### config.mk
export PLATFORM = sky130hd
export DESIGN_NAME = rtp_header_timestamp_generator_core
export DESIGN_NICKNAME = d
export VERILOG_FILES = /design/src/rtl/core/rthg_pkg.sv /design/src/rtl/core/rthg_apb_regs.sv /design/src/rtl/core/rthg_time_path.sv /design/src/rtl/core/rthg_stamp_path.sv /design/src/rtl/core/rtp_header_timestamp_generator_core.sv
export SDC_FILE = /design/constraint.sdc
export NUM_CORES = 2
export LEC_CHECK = 0
export BUFFER_PORTS_ARGS = -buffer_cell sky130_fd_sc_hd__buf_2
export CAP_MARGIN = 20
export CORE_AREA = 2 2 445 447
export CTS_BUF_LIST = sky130_fd_sc_hd__clkbuf_2
export CTS_CLUSTER_SIZE = 16
export DETAILED_ROUTE_END_ITERATION = 12
export DIE_AREA = 0 0 447 449
export MAX_ROUTING_LAYER = met4
export PLACE_DENSITY = 0.53
export RECOVER_POWER = 25
export SYNTH_ARGS = -nofsm -noshare
export SYNTH_HDL_FRONTEND = slang
export SYNTH_SLANG_ARGS = --single-unit
### constraint.sdc
create_clock -name i_clk -period 9.5 [get_ports i_clk]
set_input_delay 0 -clock i_clk [delete_from_list [all_inputs] [get_ports i_clk]]
set_output_delay 0 -clock i_clk [all_outputs]
set_load 0.02 [all_outputs]
### src/rtl/core/rthg_pkg.sv
// ----------------------------------------------------------------------------
// rthg_pkg
// Shared types and constants for the RTP header and timestamp generator.
// ----------------------------------------------------------------------------
package rthg_pkg;

    // configuration port
    localparam int unsigned APB_ADDR_W = 3;
    localparam int unsigned APB_DATA_W = 32;

    localparam logic REG_SOURCE_ID  = 1'b0;
    localparam logic REG_SKEW_LIMIT = 1'b1;

    localparam logic [15:0] SKEW_LIMIT_RESET = 16'd640;

    // header constants
    localparam logic [1:0] RTP_VERSION = 2'b10;
    localparam logic [7:0] G722_CLOCK_KHZ = 8'd8;

    // floor(n / 20) = (n * RECIP_20) >> RECIP_20_SHIFT for any 32-bit n
    localparam logic [31:0] RECIP_20       = 32'hCCCC_CCCD;
    localparam int unsigned RECIP_20_SHIFT = 36;
    localparam int unsigned QUOT_W         = 64 - RECIP_20_SHIFT;

    typedef struct packed {
        logic [31:0] source_id;
        logic [15:0] skew_limit;
    } t_cfg;

    typedef struct packed {
        logic [31:0] now_ms;
        logic        delivery_given;
        logic [31:0] delivery_ms;
        logic        has_timing;
        logic [31:0] frame_time_ms;
        logic [15:0] sample_count;
        logic [7:0]  clock_khz;
        logic        is_g722;
        logic [6:0]  payload_type;
    } t_frame;

    // frame after elapsed-time stage; clock and samples already adjusted for G.722
    typedef struct packed {
        logic [31:0] elapsed_ms;
        logic [7:0]  rate_khz;
        logic [15:0] samples;
        logic        has_timing;
        logic        delivery_given;
        logic [31:0] frame_time_ms;
        logic [6:0]  payload_type;
    } t_timed;

endpackage

### src/rtl/core/rthg_apb_regs.sv
// ----------------------------------------------------------------------------
// rthg_apb_regs
// APB register file: source identifier and skew limit.
// ----------------------------------------------------------------------------
module rthg_apb_regs (
    input  logic                               i_clk,
    input  logic                               i_rst_n,
    input  logic                               psel,
    input  logic                               penable,
    input  logic                               pwrite,
    input  logic [rthg_pkg::APB_ADDR_W-1:0]    paddr,
    input  logic [rthg_pkg::APB_DATA_W-1:0]    pwdata,
    output logic [rthg_pkg::APB_DATA_W-1:0]    prdata,
    output logic                               pready,
    output rthg_pkg::t_cfg                     o_cfg
);

    rthg_pkg::t_cfg r_cfg;
    logic           wr_en;

    assign pready = 1'b1;
    assign wr_en  = psel && penable && pwrite;

    always_ff @(posedge i_clk) begin
        if (!i_rst_n) begin
            r_cfg.source_id  <= '0;
            r_cfg.skew_limit <= rthg_pkg::SKEW_LIMIT_RESET;
        end else if (wr_en) begin
            case (paddr[2])
                rthg_pkg::REG_SOURCE_ID:  r_cfg.source_id  <= pwdata;
                rthg_pkg::REG_SKEW_LIMIT: r_cfg.skew_limit <= pwdata[15:0];
                default: ;
            endcase
        end
    end

    always_comb begin
        case (paddr[2])
            rthg_pkg::REG_SOURCE_ID:  prdata = r_cfg.source_id;
            rthg_pkg::REG_SKEW_LIMIT: prdata = {16'd0, r_cfg.skew_limit};
            default:                  prdata = '0;
        endcase
    end

    assign o_cfg = r_cfg;

endmodule

### src/rtl/core/rthg_time_path.sv
// ----------------------------------------------------------------------------
// rthg_time_path
// Three stages: divide by 20, round down to 20 ms, elapsed time since last send.
// ----------------------------------------------------------------------------
module rthg_time_path (
    input  logic                 i_clk,
    input  logic                 i_rst_n,
    input  logic                 i_valid,
    input  rthg_pkg::t_frame     i_frame,
    output logic                 o_ready,
    output logic                 o_valid,
    output rthg_pkg::t_timed     o_timed,
    input  logic                 i_ready
);

    logic                               r2_v, r3_v, r4_v;
    logic                               en2, en3, en4;
    rthg_pkg::t_frame                   r2_frame, r3_frame;
    logic [rthg_pkg::QUOT_W-1:0]        r2_quot;
    logic [31:0]                        r3_floor;
    rthg_pkg::t_timed                   r4_timed;
    logic [31:0]                        r_last_send_ms;
    logic                               r_time_known;

    logic [63:0]                        quot_prod;
    logic [31:0]                        quot32, quot_x20, n3_floor;
    logic [31:0]                        send_ms, base_ms, diff_ms;
    rthg_pkg::t_timed                   n4_timed;

    assign en4     = !r4_v || i_ready;
    assign en3     = !r3_v || en4;
    assign en2     = !r2_v || en3;
    assign o_ready = en2;

    // stage 2: quotient by 20 through reciprocal multiply
    assign quot_prod = 64'(i_frame.now_ms) * 64'(rthg_pkg::RECIP_20);

    always_ff @(posedge i_clk) begin
        if (!i_rst_n) begin
            r2_v <= 1'b0;
        end else if (en2) begin
            r2_v <= i_valid;
        end
    end

    always_ff @(posedge i_clk) begin
        if (en2) begin
            r2_frame <= i_frame;
            r2_quot  <= quot_prod[63:rthg_pkg::RECIP_20_SHIFT];
        end
    end

    // stage 3: now rounded down to a 20 ms boundary
    assign quot32   = 32'(r2_quot);
    assign quot_x20 = (quot32 << 4) + (quot32 << 2);
    assign n3_floor = quot_x20;

    always_ff @(posedge i_clk) begin
        if (!i_rst_n) begin
            r3_v <= 1'b0;
        end else if (en3) begin
            r3_v <= r2_v;
        end
    end

    always_ff @(posedge i_clk) begin
        if (en3) begin
            r3_frame <= r2_frame;
            r3_floor <= n3_floor;
        end
    end

    // stage 4: elapsed ms, negative clamps to zero
    assign send_ms = r3_frame.delivery_given ? r3_frame.delivery_ms : r3_frame.now_ms;
    assign base_ms = r_time_known ? r_last_send_ms : r3_floor;
    assign diff_ms = send_ms - base_ms;

    always_comb begin
        n4_timed.elapsed_ms     = diff_ms[31] ? 32'd0 : diff_ms;
        n4_timed.rate_khz       = r3_frame.is_g722 ? rthg_pkg::G722_CLOCK_KHZ
                                                   : r3_frame.clock_khz;
        n4_timed.samples        = r3_frame.is_g722 ? {1'b0, r3_frame.sample_count[15:1]}
                                                   : r3_frame.sample_count;
        n4_timed.has_timing     = r3_frame.has_timing;
        n4_timed.delivery_given = r3_frame.delivery_given;
        n4_timed.frame_time_ms  = r3_frame.frame_time_ms;
        n4_timed.payload_type   = r3_frame.payload_type;
    end

    always_ff @(posedge i_clk) begin
        if (!i_rst_n) begin
            r4_v           <= 1'b0;
            r_time_known   <= 1'b0;
            r_last_send_ms <= '0;
        end else if (en4) begin
            r4_v <= r3_v;
            if (r3_v) begin
                r_time_known   <= 1'b1;
                r_last_send_ms <= send_ms;
            end
        end
    end

    always_ff @(posedge i_clk) begin
        if (en4) begin
            r4_timed <= n4_timed;
        end
    end

    assign o_valid = r4_v;
    assign o_timed = r4_timed;

endmodule

### src/rtl/core/rthg_stamp_path.sv
// ----------------------------------------------------------------------------
// rthg_stamp_path
// Products, deviation check, timestamp update and the output register.
// ----------------------------------------------------------------------------
module rthg_stamp_path (
    input  logic                 i_clk,
    input  logic                 i_rst_n,
    input  logic                 i_valid,
    input  rthg_pkg::t_timed     i_timed,
    input  logic [15:0]          i_skew_limit,
    output logic                 o_ready,
    output logic                 o_valid,
    output logic [31:0]          o_header_word0,
    output logic [31:0]          o_header_timestamp,
    input  logic                 i_ready
);

    logic        r5_v, r6_v, r7_v, r8_v;
    logic        en5, en6, en7, en8;

    logic [31:0] r5_ms_prod, r5_ft_prod;
    logic [15:0] r5_samples;
    logic        r5_has_timing, r5_check;
    logic [6:0]  r5_pt;

    logic [31:0] r6_ms_prod, r6_ft_prod, r6_dev;
    logic [15:0] r6_samples;
    logic        r6_has_timing, r6_check;
    logic [6:0]  r6_pt;

    logic [31:0] r7_ms_prod, r7_ft_prod;
    logic [15:0] r7_samples;
    logic        r7_has_timing, r7_snap, r7_mark;
    logic [6:0]  r7_pt;

    logic [31:0] r_last_stamp, r_word0;
    logic [15:0] r_sequence;

    logic [31:0] dev_mag, n_last_stamp;
    logic        within_skew;

    assign en8     = !r8_v || i_ready;
    assign en7     = !r7_v || en8;
    assign en6     = !r6_v || en7;
    assign en5     = !r5_v || en6;
    assign o_ready = en5;

    always_ff @(posedge i_clk) begin
        if (!i_rst_n) begin
            r5_v <= 1'b0;
            r6_v <= 1'b0;
            r7_v <= 1'b0;
        end else begin
            if (en5) r5_v <= i_valid;
            if (en6) r6_v <= r5_v;
            if (en7) r7_v <= r6_v;
        end
    end

    // stage 5: the two rate products, wrapping at 32 bits
    always_ff @(posedge i_clk) begin
        if (en5) begin
            r5_ms_prod    <= i_timed.elapsed_ms * 32'(i_timed.rate_khz);
            r5_ft_prod    <= i_timed.frame_time_ms * 32'(i_timed.rate_khz);
            r5_samples    <= i_timed.samples;
            r5_has_timing <= i_timed.has_timing;
            r5_check      <= !i_timed.has_timing && !i_timed.delivery_given;
            r5_pt         <= i_timed.payload_type;
        end
    end

    // stage 6: stamp minus prediction reduces to product minus samples
    always_ff @(posedge i_clk) begin
        if (en6) begin
            r6_ms_prod    <= r5_ms_prod;
            r6_ft_prod    <= r5_ft_prod;
            r6_dev        <= r5_ms_prod - 32'(r5_samples);
            r6_samples    <= r5_samples;
            r6_has_timing <= r5_has_timing;
            r6_check      <= r5_check;
            r6_pt         <= r5_pt;
        end
    end

    // stage 7: magnitude against skew limit
    assign dev_mag     = r6_dev[31] ? (32'd0 - r6_dev) : r6_dev;
    assign within_skew = dev_mag < 32'(i_skew_limit);

    always_ff @(posedge i_clk) begin
        if (en7) begin
            r7_ms_prod    <= r6_ms_prod;
            r7_ft_prod    <= r6_ft_prod;
            r7_samples    <= r6_samples;
            r7_has_timing <= r6_has_timing;
            r7_snap       <= r6_check && within_skew;
            r7_mark       <= r6_check && !within_skew;
            r7_pt         <= r6_pt;
        end
    end

    // stage 8: timestamp state and header assembly
    always_comb begin
        if (r7_has_timing) begin
            n_last_stamp = r7_ft_prod;
        end else if (r7_snap) begin
            n_last_stamp = r_last_stamp + 32'(r7_samples);
        end else begin
            n_last_stamp = r_last_stamp + r7_ms_prod;
        end
    end

    always_ff @(posedge i_clk) begin
        if (!i_rst_n) begin
            r8_v         <= 1'b0;
            r_last_stamp <= '0;
            r_sequence   <= '0;
        end else if (en8) begin
            r8_v <= r7_v;
            if (r7_v) begin
                r_last_stamp <= n_last_stamp;
                r_sequence   <= r_sequence + 16'd1;
            end
        end
    end

    always_ff @(posedge i_clk) begin
        if (en8) begin
            r_word0 <= {rthg_pkg::RTP_VERSION, 6'd0, r7_mark, r7_pt, r_sequence};
        end
    end

    assign o_valid            = r8_v;
    assign o_header_word0     = r_word0;
    assign o_header_timestamp = r_last_stamp;

endmodule

### src/rtl/core/rtp_header_timestamp_generator_core.sv
// ----------------------------------------------------------------------------
// rtp_header_timestamp_generator_core
// RTP fixed-header generator: one frame descriptor in, three header words out.
// ----------------------------------------------------------------------------
// Takes one frame descriptor per cycle unless the header output stalls, and
// passes it through eight register stages (input register, reciprocal divide
// by 20, 20 ms rounding, elapsed time, rate products, deviation, skew compare,
// timestamp/output register). Each stage carries its own valid bit, so bubbles
// close up and new beats are taken while a finished header waits at the output.
// Sequence number, last timestamp and last send time are updated in order
// inside the pipe: the send time at the elapsed stage, the timestamp and
// sequence at the output stage. Write the APB registers only while no frame
// is in flight.
module rtp_header_timestamp_generator_core (
    input  logic                              i_clk,
    input  logic                              i_rst_n,
    // frame descriptor channel
    input  logic                              i_valid,
    output logic                              o_ready,
    input  logic [31:0]                       i_now_ms,
    input  logic                              i_delivery_given,
    input  logic [31:0]                       i_delivery_ms,
    input  logic                              i_has_timing,
    input  logic [31:0]                       i_frame_time_ms,
    input  logic [15:0]                       i_sample_count,
    input  logic [7:0]                        i_clock_khz,
    input  logic                              i_is_g722,
    input  logic [6:0]                        i_payload_type,
    // header channel
    output logic                              o_valid,
    input  logic                              i_ready,
    output logic [31:0]                       o_header_word0,
    output logic [31:0]                       o_header_timestamp,
    output logic [31:0]                       o_header_source,
    // configuration
    input  logic                              psel,
    input  logic                              penable,
    input  logic                              pwrite,
    input  logic [rthg_pkg::APB_ADDR_W-1:0]   paddr,
    input  logic [rthg_pkg::APB_DATA_W-1:0]   pwdata,
    output logic [rthg_pkg::APB_DATA_W-1:0]   prdata,
    output logic                              pready
);

    rthg_pkg::t_cfg   cfg;
    rthg_pkg::t_frame r1_frame;
    logic             r1_v;
    logic             en1;
    logic             time_ready, time_valid, stamp_ready;
    rthg_pkg::t_timed timed;

    rthg_apb_regs u_regs (
        .i_clk   (i_clk),
        .i_rst_n (i_rst_n),
        .psel    (psel),
        .penable (penable),
        .pwrite  (pwrite),
        .paddr   (paddr),
        .pwdata  (pwdata),
        .prdata  (prdata),
        .pready  (pready),
        .o_cfg   (cfg)
    );

    // input register
    assign en1     = !r1_v || time_ready;
    assign o_ready = en1;

    always_ff @(posedge i_clk) begin
        if (!i_rst_n) begin
            r1_v <= 1'b0;
        end else if (en1) begin
            r1_v <= i_valid;
        end
    end

    always_ff @(posedge i_clk) begin
        if (en1) begin
            r1_frame.now_ms         <= i_now_ms;
            r1_frame.delivery_given <= i_delivery_given;
            r1_frame.delivery_ms    <= i_delivery_ms;
            r1_frame.has_timing     <= i_has_timing;
            r1_frame.frame_time_ms  <= i_frame_time_ms;
            r1_frame.sample_count   <= i_sample_count;
            r1_frame.clock_khz      <= i_clock_khz;
            r1_frame.is_g722        <= i_is_g722;
            r1_frame.payload_type   <= i_payload_type;
        end
    end

    rthg_time_path u_time (
        .i_clk   (i_clk),
        .i_rst_n (i_rst_n),
        .i_valid (r1_v),
        .i_frame (r1_frame),
        .o_ready (time_ready),
        .o_valid (time_valid),
        .o_timed (timed),
        .i_ready (stamp_ready)
    );

    rthg_stamp_path u_stamp (
        .i_clk              (i_clk),
        .i_rst_n            (i_rst_n),
        .i_valid            (time_valid),
        .i_timed            (timed),
        .i_skew_limit       (cfg.skew_limit),
        .o_ready            (stamp_ready),
        .o_valid            (o_valid),
        .o_header_word0     (o_header_word0),
        .o_header_timestamp (o_header_timestamp),
        .i_ready            (i_ready)
    );

    // source is to be changed by the user only while idle; the block does not enforce it
    assign o_header_source = cfg.source_id;

endmodule

==> out/results.ini <==
[run_status]
run_status=complete, no violations

[run]
cap_viol_max_count=0

[worst_hold_path]
timing.hold.worst_path_depth=4
hold_path_startpoint=i_frame_time_ms[7]
endpoint_of_the_worst_hold_timing_path=r1_frame[39]$_DFFE_PP_
worstHoldPathType=input port to flop

[detailed_routing]
vias=44400
post_drt_via_cell_ratio=4.62
drtPass1Iterations=5
wl_per_cell_um=18.0
final_antenna_net_count=0
detail_route.drc_violations=0
first_iter_violations=1994
detail_route.wirelength_um=174000

[worst_setup_path]
worst_setup_path_start_kind=flop
type_of_the_worst_setup_path=flop to flop
r2r-start=r1_frame[107]$_DFFE_PP_
worstSetupEndpointType=flop
setup.reg_to_reg.worst_slack_ns=1.25
timing.critical_path.cells=ha_1 > inv_1 > fa_1 > inv_1 > fa_1 > inv_1 > fa_1 > inv_1 > fa_1 > fa_1 > fa_1 > fa_1 > ha_1 > and3_1 > nand3_1 > nor3_1 > nor4b_1 > o21ai_0 > a21o_1 > a211oi_1 > or2_2 > a211oi_1 > xnor2_1
worst-path-max-fanout=7
timing.critical_path.max_delay_family=adder cells
cp.buffers_inverters=4
critical-path-slowest-cell=edfxtp_1
critical_path.most_common_cell=fa_1
worst_r2r_endpoint=u_time.r2_quot[27]$_DFFE_PP_
cpPeakStageDelay_ns=0.72
ff2ff_path_depth=23
cp.required_ns=10.84
timing.critical_path.arrival_ns=9.59

[synth]
synth_xor_xnor_area_share_pct=3.60
synthFlopType=edfxtp_1
asyncSetResetFlopFracSynth_pct=0
synth_compound_gate_area_share_pct=6.76
number_of_enable_flip_flop_cells_after_synthesis=868
synth.ff_latch_count=1005
ys_types=80
yosys_warnings=0
synthesis.instances=5635
synth.yosys.seq_area_share_pct=42.1
synth.mux.area_fraction_pct=2.27
synth.avg_cell_area_um2=12.1
largest_family_of_logic_cells_by_synthesized_area=adder cells
post_synth_and_or_nand_nor_area_fraction_pct=8.81
mappedNetlistArea_um2=68400
synthAdderAreaFrac_pct=30.6

[floorplanning]
core.rowCount=163
die_area_um2=201000
die_w_um=447
die_y_um=449
boundaryPins=303
placeableCoreArea_um2=196000
initial_utilization_pct=34.8

[cts]
cts-htree-levels=5
clock_insertion_delay_worst_skew_ns=1.68
cts_inserted_buffers=289
tritoncts=yes
clk_path_buf_depth=4
post_cts.resized_instances=0
tritoncts_num_sinks=1005
cts-hold-fix-buffers=705
path_clk_slew_ns=0.10
clockRootBuffer=clkbuf_2
number_of_buffers_inserted_by_post_cts_setup_repair=0

[finish]
drive_gt1_share_pct=12.2
flow.area_growth_from_synthesis_pct=20.2
final_cell_mix=868 x edfxtp_1, 844 x inv_1, 705 x dlygate4sd3_1
finish.net_count=8213
layout.cells.most_common=edfxtp_1

[timing]
final_worst_clock_skew_ns=0.203
timing.slew.headroom_pct=21.6
setup_repair_after_global_routing_missed_its_margin=no
setup_tns_ns=0
timing.final.hold_violations=0
finalSetupViolations=0
achievable-frequency_mhz=121
layout_min_cycle_time_ns=8.25
post-route-period-util_pct=86.9
tightest_slew_ns=1.18
final_max_slew_violation_count=0

[placement]
portBuffers=291
detailed_place_hpwl_um=129000
routabilityCongestion=0.896

[global_routing]
number_of_global_route_vias_before_repair=48300
global_route.usage.total_pct=18.1
grt_first_pass_wirelength_um=273000
overflow=0
number_of_antenna_violations_at_the_first_check_in_global_routing=5
grt_max_degree=120

state kept, by name, indices dropped and copies added, names as in the netlist, 41 cells and up:
signal and count:
r1_frame 130, u_time.r2_frame 130, u_time.o_timed 96, u_time.r3_frame 89, u_regs.o_cfg 48, u_time.n4_timed 41
how the worst max path moves through the flow:
| stage | cells past startpoint | startpoint | end | slack, ns |
|---|---|---|---|---|
| floorplan | 25 | r1_frame[117]$_DFFE_PP_ | u_time.r2_quot[27]$_DFFE_PP_ | 2.65 |
| global placement | 25 | r1_frame[117]$_DFFE_PP_ | u_time.r2_quot[27]$_DFFE_PP_ | 1.32 |
| detailed placement | 25 | r1_frame[117]$_DFFE_PP_ | u_time.r2_quot[27]$_DFFE_PP_ | 1.25 |
| CTS | 25 | r1_frame[117]$_DFFE_PP_ | u_time.r2_quot[27]$_DFFE_PP_ | 1.22 |
| global route | 23 | r1_frame[117]$_DFFE_PP_ | u_time.r2_quot[20]$_DFFE_PP_ | 0.88 |
| finish | 23 | r1_frame[107]$_DFFE_PP_ | u_time.r2_quot[27]$_DFFE_PP_ | 1.25 |
cells in the mapped netlist, drive strengths merged (58+ instances only):
library cell / number / share of area [%]
ha: 547 / 10
xor2: 107 / 1.4
and2: 224 / 2.1
a21o: 99 / 1.1
nand2: 502 / 2.8
dfxtp: 137 / 4.0
o21ai: 120 / 0.88
nor2b: 108 / 0.99
inv: 847 / 4.7
buf: 58 / 0.57
fa: 702 / 21
xnor2: 174 / 2.2
edfxtp: 868 / 38
a21oi: 212 / 1.6
clkbuf: 112 / 0.61
nor2: 150 / 0.85
mux2i: 68 / 1.0
mux2: 77 / 1.3
worst register-to-register path, delay by kind of cell (launching register included):
| kind | cells | cell delay [ns] |
|---|---|---|
| buf+inv | 4 | 0.34 |
| flops | 1 | 0.72 |
| xor+xnor | 1 | 0.13 |
| simple gates | 5 | 1.22 |
| compound gates | 4 | 1.10 |
| fa+ha+maj | 9 | 4.39 |
kinds of logic (layout without fill, tap and decap cells):
| group | Yosys count | count (layout) |
|---|---|---|
| AOI/OAI and AO/OA | 708 | 708 |
| xor gates and xnor gates | 281 | 281 |
| adders and majority gates | 1249 | 1249 |
| buffers and inverters | 1017 | 2354 |
| DFF | 1005 | 1005 |
| muxes | 145 | 145 |
| other | 2 | 16 |
| and+or+nand+nor | 1228 | 1228 |
metrics by stage:
step / util (%) / hold slack (ns) / worst slack, ns / cells / instance area (µm²)
finish: 41.9 / 0.319 / 1.25 / 9626 / 82200
global route: 41.9 / 0.108 / 0.876 / 9625 / 82200
CTS: 41.9 / 0.00492 / 1.22 / 9617 / 82100
detailed placement: 37.0 / 0.178 / 1.25 / 8434 / 72700
global placement: 37.0 / 0.177 / 1.32 / 8431 / 72600
floorplan: - / 0.0989 / 2.65 / 5642 / 68400
final cells by class:
cell class | instances | area (µm²)
Sequential cell | 1005 | 28800
Multi-Input combinational cell | 3620 | 35600
Inverter | 847 | 3190
Clock inverter | 73 | 338
Clock buffer | 405 | 2030
Tap cell | 2640 | 3300
Antenna cell | 7 | 17.5
Fill cell | 18600 | 114000
Timing Repair Buffer | 1029 | 8860
metal layers:
metal | global-route usage, % | up-vias | share of wire (%) | wire [µm]
met3 | 2.71 | 286 | 3.3 | 5730
met2 | 32.0 | 826 | 53 | 91800
met4 | 5.90 | 0 | 2.8 | 4930
met5 | - | - | 0 | 0
met1 | 21.0 | 22000 | 41 | 71300
li1 | - | 21400 | - | -
Power is left out: the tool's default activity adds up to more than one toggle a clock period on the data nets, which glitch-free logic cannot reach.
